`config.mk`:
```
export PLATFORM = sky130hd
export DESIGN_NAME = life_like_cell_rule_engine
export DESIGN_NICKNAME = d
export VERILOG_FILES = /design/src/hw/rtl/llcre_pkg.sv /design/src/hw/rtl/llcre_rule.sv /design/src/hw/rtl/life_like_cell_rule_engine.sv
export SDC_FILE = /design/constraint.sdc
export NUM_CORES = 2
export LEC_CHECK = 0
export BUFFER_PORTS_ARGS = -buffer_cell sky130_fd_sc_hd__buf_2
export CORE_MARGIN = 5
export CORE_UTILIZATION = 40
export CTS_BUF_LIST = sky130_fd_sc_hd__clkbuf_4
export DETAILED_ROUTE_END_ITERATION = 10
export PLACE_DENSITY_LB_ADDON = 0.1
export SKIP_CTS_REPAIR_TIMING = 1
export SYNTH_ARGS = -nofsm -noshare
export SYNTH_HDL_FRONTEND = slang
export SYNTH_SLANG_ARGS = --single-unit
```
`constraint.sdc`:
```
create_clock -name i_clk -period 18.1 [get_ports i_clk]
set_clock_uncertainty 0.05 [all_clocks]
set_input_delay 2.715 -clock i_clk [delete_from_list [all_inputs] [get_ports i_clk]]
set_output_delay 2.715 -clock i_clk [all_outputs]
set_load 0.01 [all_outputs]
```
`src/hw/rtl/llcre_pkg.sv`:
```
`default_nettype none

package llcre_pkg;

    // Grid geometry
    localparam int GRID_SIZE = 64;
    localparam int COORD_W   = 6;
    localparam int CNT_W     = 4;

    // Rule register widths
    localparam int MASK_W    = 9;
    localparam int CFG_IDX_W = 2;

    // Command codes
    localparam logic CMD_WRITE = 1'b0;
    localparam logic CMD_EVAL  = 1'b1;

    // Register indexes
    localparam logic [CFG_IDX_W-1:0] CFG_BIRTH   = 2'd0;
    localparam logic [CFG_IDX_W-1:0] CFG_SURVIVE = 2'd1;
    localparam logic [CFG_IDX_W-1:0] CFG_MODE    = 2'd2;

    // Neighbourhood codes
    localparam logic MODE_MOORE = 1'b0;
    localparam logic MODE_VN    = 1'b1;

    // Reset values of the rule registers
    localparam logic [MASK_W-1:0] BIRTH_RST   = 9'd8;
    localparam logic [MASK_W-1:0] SURVIVE_RST = 9'd12;

    typedef logic [GRID_SIZE-1:0] t_row;

    typedef struct packed {
        logic [MASK_W-1:0] birth;
        logic [MASK_W-1:0] survive;
        logic              mode;
    } t_rule_cfg;

    // Step one coordinate back with wraparound
    function automatic logic [COORD_W-1:0] wrap_dec(input logic [COORD_W-1:0] x);
        logic [COORD_W-1:0] res;
        if (x == '0) begin
            res = COORD_W'(GRID_SIZE - 1);
        end else begin
            res = x - COORD_W'(1);
        end
        return res;
    endfunction

    // Step one coordinate forward with wraparound
    function automatic logic [COORD_W-1:0] wrap_inc(input logic [COORD_W-1:0] x);
        logic [COORD_W-1:0] res;
        if (x == COORD_W'(GRID_SIZE - 1)) begin
            res = '0;
        end else begin
            res = x + COORD_W'(1);
        end
        return res;
    endfunction

endpackage

`default_nettype wire

```
`src/hw/rtl/llcre_rule.sv`:
```
`default_nettype none

module llcre_rule (
    input  llcre_pkg::t_row                    i_up_row,
    input  llcre_pkg::t_row                    i_mid_row,
    input  llcre_pkg::t_row                    i_dn_row,
    input  logic [llcre_pkg::COORD_W-1:0]      i_col,
    input  llcre_pkg::t_rule_cfg               i_cfg,
    output logic                               o_cur,
    output logic                               o_nxt
);
    import llcre_pkg::*;

    logic [COORD_W-1:0] col_l;
    logic [COORD_W-1:0] col_r;
    logic [CNT_W-1:0]   cnt_vn;
    logic [CNT_W-1:0]   cnt_diag;
    logic [CNT_W-1:0]   cnt;

    // Wrap the neighbour columns
    assign col_l = wrap_dec(i_col);
    assign col_r = wrap_inc(i_col);

    // Count the edge neighbours, then the corner neighbours
    assign cnt_vn = CNT_W'(i_up_row[i_col]) + CNT_W'(i_dn_row[i_col])
                  + CNT_W'(i_mid_row[col_l]) + CNT_W'(i_mid_row[col_r]);
    assign cnt_diag = CNT_W'(i_up_row[col_l]) + CNT_W'(i_up_row[col_r])
                    + CNT_W'(i_dn_row[col_l]) + CNT_W'(i_dn_row[col_r]);
    assign cnt = (i_cfg.mode == MODE_VN) ? cnt_vn : cnt_vn + cnt_diag;

    // Look up the rule for the current state
    assign o_cur = i_mid_row[i_col];
    assign o_nxt = o_cur ? i_cfg.survive[cnt] : i_cfg.birth[cnt];

endmodule

`default_nettype wire

```
`src/hw/rtl/life_like_cell_rule_engine.sv`:
```
`default_nettype none

// Life-like cell rule engine on a 64 x 64 toroidal grid of one-bit cells.
// Input channel (i_in_valid / o_in_stall) carries one command per transfer:
// a write stores i_value into cell (i_row, i_col); an evaluate applies the
// birth/survive rule to that cell and sends a transfer on the output channel
// (o_out_valid / i_out_stall) only when the cell would change state.
// Evaluation never modifies the grid; the caller writes updates back.
// The grid is held as 64 rows of 64 bits in a synchronous memory with one
// read port; an evaluate reads the row above, its own row and the row below,
// one read per cycle, and the next command is taken in the cycle its result
// is decided. A write is a row read-modify-write. The result is registered
// in the output register once the last row read has returned. The rule
// registers are written through the cfg channel (always ready); the user
// must write them only while the block is idle, which it does not enforce.
// Reset clears the per-row valid flags, so every cell reads dead at once;
// no clearing pass is needed. Rule registers return to birth 8, survive 12,
// Moore neighbourhood. When the receiver stalls, a finished result waits in
// the output register; a second change found meanwhile holds the engine and
// stalls the input until the output register frees.

module life_like_cell_rule_engine (
    input  logic                                i_clk,
    input  logic                                i_rst_n,
    // Command channel
    input  logic                                i_in_valid,
    output logic                                o_in_stall,
    input  logic                                i_cmd,
    input  logic [llcre_pkg::COORD_W-1:0]       i_row,
    input  logic [llcre_pkg::COORD_W-1:0]       i_col,
    input  logic                                i_value,
    // Result channel
    output logic                                o_out_valid,
    input  logic                                i_out_stall,
    output logic [llcre_pkg::COORD_W-1:0]       o_out_row,
    output logic [llcre_pkg::COORD_W-1:0]       o_out_col,
    output logic                                o_new_state,
    // Configuration channel
    input  logic                                i_cfg_valid,
    output logic                                o_cfg_ready,
    input  logic [llcre_pkg::CFG_IDX_W-1:0]     i_cfg_index,
    input  logic [llcre_pkg::MASK_W-1:0]        i_cfg_data
);
    import llcre_pkg::*;

    localparam logic [2:0] S_IDLE   = 3'd0;
    localparam logic [2:0] S_RD_MID = 3'd1;
    localparam logic [2:0] S_RD_DN  = 3'd2;
    localparam logic [2:0] S_EVAL   = 3'd3;
    localparam logic [2:0] S_WBACK  = 3'd4;

    // Grid storage
    t_row                 r_mem [GRID_SIZE];
    logic [GRID_SIZE-1:0] r_row_vld;
    t_row                 r_rd_data;
    logic                 r_rd_vld;

    // Control and item registers
    logic [2:0]           r_state, n_state;
    logic                 r_cmd;
    logic [COORD_W-1:0]   r_row;
    logic [COORD_W-1:0]   r_col;
    logic                 r_value;
    t_row                 r_up_row;
    t_row                 r_mid_row;
    t_rule_cfg            r_cfg;

    // Output register
    logic                 r_out_valid;
    logic [COORD_W-1:0]   r_out_row;
    logic [COORD_W-1:0]   r_out_col;
    logic                 r_new_state;

    logic                 rd_en;
    logic [COORD_W-1:0]   rd_addr;
    t_row                 rd_row;
    logic                 wr_en;
    t_row                 wr_data;
    logic                 in_take;
    logic                 in_ok;
    logic                 cur;
    logic                 nxt;
    logic                 change;
    logic                 out_free;
    logic                 eval_done;
    logic                 out_load;

    // An unwritten row reads as all dead
    assign rd_row = r_rd_vld ? r_rd_data : '0;

    llcre_rule u_rule (
        .i_up_row  (r_up_row),
        .i_mid_row (r_mid_row),
        .i_dn_row  (rd_row),
        .i_col     (r_col),
        .i_cfg     (r_cfg),
        .o_cur     (cur),
        .o_nxt     (nxt)
    );

    assign change    = (nxt != cur);
    assign out_free  = !r_out_valid || !i_out_stall;
    assign eval_done = !change || out_free;
    assign out_load  = (r_state == S_EVAL) && change && out_free;

    assign o_in_stall = !((r_state == S_IDLE) || ((r_state == S_EVAL) && eval_done));
    assign in_take    = i_in_valid && !o_in_stall;
    assign in_ok      = ({1'b0, i_row} < (COORD_W+1)'(GRID_SIZE))
                     && ({1'b0, i_col} < (COORD_W+1)'(GRID_SIZE));

    // Sequence the row reads and the write-back
    always_comb begin
        n_state = r_state;
        rd_en   = 1'b0;
        rd_addr = r_row;
        wr_en   = 1'b0;
        wr_data = rd_row;
        unique case (r_state)
            S_IDLE, S_EVAL: begin
                if (r_state == S_IDLE || eval_done) begin
                    n_state = S_IDLE;
                    if (in_take && in_ok) begin
                        rd_en = 1'b1;
                        if (i_cmd == CMD_EVAL) begin
                            rd_addr = wrap_dec(i_row);
                            n_state = S_RD_MID;
                        end else begin
                            rd_addr = i_row;
                            n_state = S_WBACK;
                        end
                    end
                end
            end
            S_RD_MID: begin
                rd_en   = 1'b1;
                rd_addr = r_row;
                n_state = S_RD_DN;
            end
            S_RD_DN: begin
                rd_en   = 1'b1;
                rd_addr = wrap_inc(r_row);
                n_state = S_EVAL;
            end
            S_WBACK: begin
                wr_en          = 1'b1;
                wr_data[r_col] = r_value;
                n_state        = S_IDLE;
            end
            default: begin
                n_state = S_IDLE;
            end
        endcase
    end

    // Memory read and write ports
    always_ff @(posedge i_clk) begin
        if (rd_en) begin
            r_rd_data <= r_mem[rd_addr];
            r_rd_vld  <= r_row_vld[rd_addr];
        end
        if (wr_en) begin
            r_mem[r_row] <= wr_data;
        end
    end

    // Track which rows hold written data
    always_ff @(posedge i_clk) begin
        if (!i_rst_n) begin
            r_row_vld <= '0;
        end else if (wr_en) begin
            r_row_vld[r_row] <= 1'b1;
        end
    end

    // Advance the state machine
    always_ff @(posedge i_clk) begin
        if (!i_rst_n) begin
            r_state <= S_IDLE;
        end else begin
            r_state <= n_state;
        end
    end

    // Capture the command and the rows read so far
    always_ff @(posedge i_clk) begin
        if (in_take) begin
            r_cmd   <= i_cmd;
            r_row   <= i_row;
            r_col   <= i_col;
            r_value <= i_value;
        end
        if (r_state == S_RD_MID) begin
            r_up_row <= rd_row;
        end
        if (r_state == S_RD_DN && r_cmd == CMD_EVAL) begin
            r_mid_row <= rd_row;
        end
    end

    // Hold the result until the receiver takes it
    always_ff @(posedge i_clk) begin
        if (!i_rst_n) begin
            r_out_valid <= 1'b0;
        end else if (out_load) begin
            r_out_valid <= 1'b1;
        end else if (!i_out_stall) begin
            r_out_valid <= 1'b0;
        end
    end

    always_ff @(posedge i_clk) begin
        if (out_load) begin
            r_out_row   <= r_row;
            r_out_col   <= r_col;
            r_new_state <= nxt;
        end
    end

    // Rule register writes
    always_ff @(posedge i_clk) begin
        if (!i_rst_n) begin
            r_cfg.birth   <= BIRTH_RST;
            r_cfg.survive <= SURVIVE_RST;
            r_cfg.mode    <= MODE_MOORE;
        end else if (i_cfg_valid && o_cfg_ready) begin
            unique case (i_cfg_index)
                CFG_BIRTH:   r_cfg.birth   <= i_cfg_data;
                CFG_SURVIVE: r_cfg.survive <= i_cfg_data;
                CFG_MODE:    r_cfg.mode    <= i_cfg_data[0];
                default:     ;
            endcase
        end
    end

    assign o_cfg_ready = 1'b1;
    assign o_out_valid = r_out_valid;
    assign o_out_row   = r_out_row;
    assign o_out_col   = r_out_col;
    assign o_new_state = r_new_state;

endmodule

`default_nettype wire

```
; ---- After elaboration in Yosys (flattened, before gate mapping)
; Memories as Yosys holds them, arrays and structs flattened. A register that Yosys moved wholly into a read port is not among the register bits.
; Cells that the tools add are included.
[op_classes]
addsub = 11
magnitude_cmp = 8
eq_ne = 11
mux = 53
bitwise_logic = 1
reduce_logical = 24
[ops]
columns = operator, n
row1 = 64-bit 2-to-1 mux, 2
row2 = 64-bit bitwise mux, 1
row3 = 64-bit bitwise OR, 1
row4 = 1-bit binary-select mux with 6-bit select, 10
row5 = 6-bit 2-to-1 mux, 7
row6 = 6-bit by 7-bit < comparator with 1-bit output (second input constant), 5
row7 = 1-bit 2-to-1 mux, 22
row8 = 4-bit by 1-bit adder with 4-bit output, 4
row9 = 6-bit by 1-bit adder with 6-bit output (second input constant), 2
row10 = 1-bit demux with 6-bit select, 2
row11 = 6-bit equality test (second input constant), 2
row12 = 6-bit by 1-bit greater-or-equal comparator with 1-bit output (second input constant), 2
row13 = 6-bit zero test, 2
row14 = 6-bit one-hot mux with 2 select lines, 1
row15 = 6-bit by 1-bit subtractor with 6-bit output (second input constant), 2
row16 = 3-bit 2-to-1 mux, 3
row17 = 3-bit one-hot mux with 3 select lines, 1
row18 = 1-bit binary-select mux with 4-bit select, 2
row19 = 1-bit logical AND, 7
row20 = 3-bit by 2-bit equality test with 1-bit output (second input constant), 2
row21 = 2-bit AND reduction, 3
row22 = 4-bit by 5-bit < comparator with 1-bit output (second input constant), 1
row23 = 1-bit by 1-bit adder with 2-bit output, 2
row24 = 4-bit adder, 1
row25 = other kinds (14), 21
[totals]
regBits = 243
mem_bits_rw = 4096
in_bits = 30
output_inout_bits = 16
elab_cells = 125
mem_count = 1
[mem_list]
columns = name, words, word_bits, rd, rd_ports_with_merged_regs, write_ports, line_no
row1 = r_mem, 64, 64, 1, 1, 1, life_like_cell_rule_engine.sv:53  ; t_row r_mem [GRID_SIZE];

; ---- Logic depth before layout (Yosys ltp)
[depth]
ltp_word = 23
ltp_mapped = 37
ltp_nobuf = 27

; ---- Modules after synthesis
; A second synthesis with hierarchy kept.
[unflattened]
cells_unflattened = 9985
hier_area_um2 = 174607.5
[by_module_without_submodules]
columns = mod, instances, cells_each, area_per_inst_um2, seq_area_each_um2
row1 = life_like_cell_rule_engine, 1, 9282, 169025.9, 131346.0
row2 = llcre_rule, 1, 703, 5581.6, 0.0

; ---- Worst setup path after synthesis
; OpenSTA, ideal clock, no wires.
[synth_timing]
kind = register -> register
from = reg r_col[0]
to = reg r_rd_data[0] (read register of r_mem), enable pin
setup_ps = 510
arrival_ps = 10068
required_time_ps = 17540
path_slack_ps = 7472
stages_incl_launch_ff = 26
n_path_buf = 6
synth_period_minus_slack_ps = 10628
cell_sequence = edfxtp_1 > buf_4 > buf_2 > inv_1 > ha_1 > clkbuf_1 > buf_1 > clkbuf_1 > clkbuf_1 > mux4_2 > mux4_2 > mux2i_1 > nand2_1 > o21ai_0 > fa_1 > inv_1 > fa_1 > ha_1 > fa_1 > nand2b_1 > o311a_1 > o41ai_1 > a311oi_1 > a41oi_2 > o21ai_2 > a21oi_1
[synth_between]
elab_chain_len = 21
word_cells_on_any_way = 50
classes_between = add/sub: 9 / eq/ne: 2 / mux: 32 / reduce/logical: 7
[synth_rtl]
columns = item, line_no
row1 = "start, declared", life_like_cell_rule_engine.sv:62  ; logic [COORD_W-1:0] r_col;
row2 = "start signal, assigned", life_like_cell_rule_engine.sv:189  ; r_col <= i_col;
row3 = 6-bit by 1-bit subtractor with 6-bit output (tied with other cells), llcre_pkg.sv:45  ; res = x - COORD_W'(1);
row4 = 6-bit 2-to-1 mux (on tied branches), "llcre_pkg.sv:42, llcre_pkg.sv:53"
row5 = 1-bit binary-select mux with 6-bit select, llcre_rule.sv:27  ; assign cnt_diag = CNT_W'(i_up_row[col_l]) + CNT_W'(i_up_row[col_r])
row6 = 1-bit 2-to-1 mux (implied by the code), llcre_rule.sv:27
row7 = 1-bit by 1-bit adder with 2-bit output, llcre_rule.sv:27
row8 = 4-bit by 1-bit adder with 4-bit output (2 in a row), llcre_rule.sv:28  ; + CNT_W'(i_dn_row[col_l]) + CNT_W'(i_dn_row[col_r]);
row9 = 4-bit adder, llcre_rule.sv:29  ; assign cnt = (i_cfg.mode == MODE_VN) ? cnt_vn : cnt_vn + cnt_diag;
row10 = 4-bit 2-to-1 mux, llcre_rule.sv:29
row11 = [5 not listed], -
row12 = 1-bit logical OR (*), life_like_cell_rule_engine.sv:103  ; assign eval_done = !change || out_free;
row13 = 1-bit logical AND, life_like_cell_rule_engine.sv:106  ; assign o_in_stall = !((r_state == S_IDLE) || ((r_state == S_EVAL) && eval_done));
row14 = 1-bit logical OR, life_like_cell_rule_engine.sv:106
row15 = 1-bit logical AND, life_like_cell_rule_engine.sv:107  ; assign in_take = i_in_valid && !o_in_stall;
row16 = 1-bit 2-to-1 mux, life_like_cell_rule_engine.sv:122  ; if (in_take && in_ok) begin
row17 = 1-bit 2-to-1 mux (*), life_like_cell_rule_engine.sv:120  ; if (r_state == S_IDLE || eval_done) begin
row18 = 1-bit one-hot mux with 2 select lines (*), life_like_cell_rule_engine.sv:118  ; unique case (r_state)
row19 = via rd_en, life_like_cell_rule_engine.sv:74  ; logic rd_en;
row20 = "end, declared", life_like_cell_rule_engine.sv:55  ; t_row r_rd_data;
; Mark *: on every way through the listed nets, which the timed path passes. The rest lies on a longest branch. The select of a mux whose other input is x is not followed.
; A chain may end at the register's enable or synchronous reset.

; ---- Worst setup path after layout
[layout_timing]
from = reg r_col[1]
to = reg r_rd_data[51] (read register of r_mem), data pin
[layout_between]
elab_chain_len = 21
word_cells_on_any_way = 50
classes_between = add/sub: 9 / eq/ne: 2 / mux: 32 / reduce/logical: 7
[layout_rtl]
columns = item, line_no
row1 = 6-bit by 1-bit subtractor with 6-bit output (tied with other cells), llcre_pkg.sv:45
row2 = 6-bit 2-to-1 mux (on tied branches), "llcre_pkg.sv:42, llcre_pkg.sv:53"
row3 = 1-bit binary-select mux with 6-bit select, llcre_rule.sv:27
row4 = 1-bit 2-to-1 mux (implied by the code), llcre_rule.sv:27
row5 = 1-bit by 1-bit adder with 2-bit output, llcre_rule.sv:27
row6 = 4-bit by 1-bit adder with 4-bit output (2 in a row), llcre_rule.sv:28
row7 = 4-bit adder, llcre_rule.sv:29
row8 = 4-bit 2-to-1 mux, llcre_rule.sv:29
row9 = [4 not listed], -
row10 = 1-bit zero test (*), life_like_cell_rule_engine.sv:103
row11 = 1-bit logical OR (*), life_like_cell_rule_engine.sv:103
row12 = 1-bit logical AND, life_like_cell_rule_engine.sv:106
row13 = 1-bit logical OR, life_like_cell_rule_engine.sv:106
row14 = 1-bit logical AND, life_like_cell_rule_engine.sv:107
row15 = 6-bit 2-to-1 mux or 1-bit 2-to-1 mux (tied branches), life_like_cell_rule_engine.sv:122
row16 = 6-bit 2-to-1 mux or 1-bit 2-to-1 mux (tied branches), life_like_cell_rule_engine.sv:120
row17 = 6-bit one-hot mux with 2 select lines or 1-bit one-hot mux with 2 select lines (tied branches), life_like_cell_rule_engine.sv:118
; Every way passes the cells marked *; elsewhere a longest branch is shown, timed or not. The select of a mux whose other input is x is not followed.

==> reports/results.tsv <==
metric	value	unit
initial_utilization	40.1	%
p_leak	67.0	nW
drc	0	
drt-wirelength-per-cell	34.9	um
final_util	45.3	%
critical_path.max_stage_delay	1.06	ns
cp-end-kind	register	
seqCellArea	131000	um2
drt-initial-drc-count	15700	
syn_to_final_growth	13.0	%
post-dp-hpwl	338000	um
yosysSeqAreaShare	74.8	%
antenna_found_initial	37	
die_y	672	um
gp_congestion	0.844	
cts_sinks	4403	
yosys_register_bits	4403	
critical_path_class	register to register	
final_cell_mix	4,316 x edfxtp_1, 2,241 x nand2_1, 1,759 x clkbuf_4	
ir_drop	0.0792	mV
finalSetupViolCount	0	
layout_commonest_cell	edfxtp_1	
drt_wl_total	658000	um
syn_nets	11500	
hold_class	register to register	
core_area	438000	um2
async_flop_share	0	%
timing.final.ws_setup	4.70	ns
multiInputGateArea	41100	um2
row_count	243	
vias	115000	
status	complete, no violations	
tns	0	ns
cpMostUsedCell	buf_4	
placedInstanceArea	183000	um2
cp_num_buf_inv	7	
crit_path_start_kind	register	
place_inst	16900	
final.period_utilization	74.1	%
io_pins	46	
syn_area	175000	um2
insertion_delay	1.75	ns
crit_slowest_cell	a2111oi_0	
nets	12400	
postSynthAreaPerCell	15.3	um2
finalMaxSlewViolations	0	
fin_crit	13.40	ns
synth.distinct_cells	88	
grt_pass1_vias	111000	
drive_above_1_share	21.4	%
overflow	0	
drt_first_pass_iters	6	
fill_cells	38800	
hold_viol	0	
antenna_left	0	
cp_max_fo	55	
numPortBuffers	44	
crit_required	19.40	ns
rsz0062_at_grt	false	
syn_inst	11500	
cts.path.max_buffers	5	
yosysWarnings	0	
holdWs	0.414	ns
postLayoutCellArea	198000	um2
cts_max_level	7	
powerDensity	133	nW/um2
synth_edf_count	4316	
cts.clk_slew.worst_paths	0.07	ns
root_buffer	clkbuf_4	
vias_per_cell	6.08	
dp_worst_setup_slack	4.90	ns
arrival	14.70	ns
fp.dieArea	452000	um2
synthFlopType	edfxtp_1	
grt_pass1_wl	897000	um
cts_made_buffers	1235	
cp_top_family	buffers and inverters	
worstMarginPinSlew	1.31	ns
p_total	26.3	mW
stdcell_count	18900	
cts_tree	built	
fmax	0.0746	GHz
slew_headroom	10.2	%
grt_usage	28.5	%
drv_cap	0	
grt_max_degree	166	
fp.dieW	672	um
## per-layer routing
layer | share of wire, % | routed length, um | global-route usage, %
met2 | 46 | 303000 | 44.1
met5 | 0.0055 | 36 | 0
met3 | 10 | 68000 | 7.88
met4 | 3.3 | 21800 | 10.5
met1 | 40 | 265000 | 38.8
## where the power goes
group          total (mW)  internal (mW)  switching [mW]
clock                8.84           4.77            4.08
sequential           12.3           12.2          0.0790
combinational        5.20           1.36            3.85
total                26.3           18.3            8.00
## area by class of cell
type | instances | share of cell area [%]
Clock buffer | 1759 | 6.66
Clock inverter | 216 | 0.769
Tap cell | 5757 | 3.63
Sequential cell | 4403 | 66.3
Multi-Input combinational cell | 6203 | 20.7
Timing Repair Buffer | 422 | 1.78
Inverter | 78 | 0.148
Antenna cell | 20 | 0.0252
## worst paths after layout
check,from,endpoint,slack (ns),cells after the start
setup / recovery,r_col[1]$_DFFE_PN_,r_rd_data[51]$_DFFE_PP_,4.70,26
hold reg to reg,r_row_vld[58]$_SDFFE_PN0P_,r_row_vld[58]$_SDFFE_PN0P_,0.41,1
hold / removal,r_row_vld[58]$_SDFFE_PN0P_,r_row_vld[58]$_SDFFE_PN0P_,0.41,1
setup reg to reg,r_col[1]$_DFFE_PN_,r_rd_data[51]$_DFFE_PP_,4.70,26
## logic make-up (layout without fill, tap and decap cells)
group	count (synthesis)	in the layout	synth area share, %
and+or+nand+nor	3064	3064	7.32
DFF	4403	4403	74.8
AOI/OAI and AO/OA	2426	2426	9.14
adders and majority gates	15	15	0.124
buffers and inverters	875	2475	2.24
other	1	21	0.00214
muxes	684	684	6.27
xor gates and xnor gates	13	13	0.0649
## registers in the layout, indices dropped and copies added, names as in the netlist, 6 cells and up
name and flops:
r_col 6, r_row_vld 64, r_mid_row 64, o_out_col 6, r_rd_data 64, o_out_row 6
r_row 6, r_mem 4096, r_up_row 64, r_cfg 19
## synthesized netlist by cell type (72+ instances only)
cell type / count / area (um2)
o22ai_1: 91 / 569
a221oi_1: 138 / 1210
a22o_1: 78 / 683
nor2_1: 124 / 465
dfxtp_1: 87 / 1740
a211oi_1: 82 / 616
o21ai_0: 118 / 591
a22oi_1: 146 / 1100
edfxtp_1: 4316 / 130000
mux4_2: 329 / 7410
a31oi_1: 100 / 626
a2111oi_0: 72 / 631
clkbuf_1: 367 / 1380
inv_1: 77 / 289
buf_1: 79 / 297
a21oi_1: 1059 / 5300
nand3_1: 409 / 2050
buf_2: 284 / 1420
mux2i_1: 329 / 3290
nand2_1: 2244 / 8420
Power figures use the tool's default switching activity.
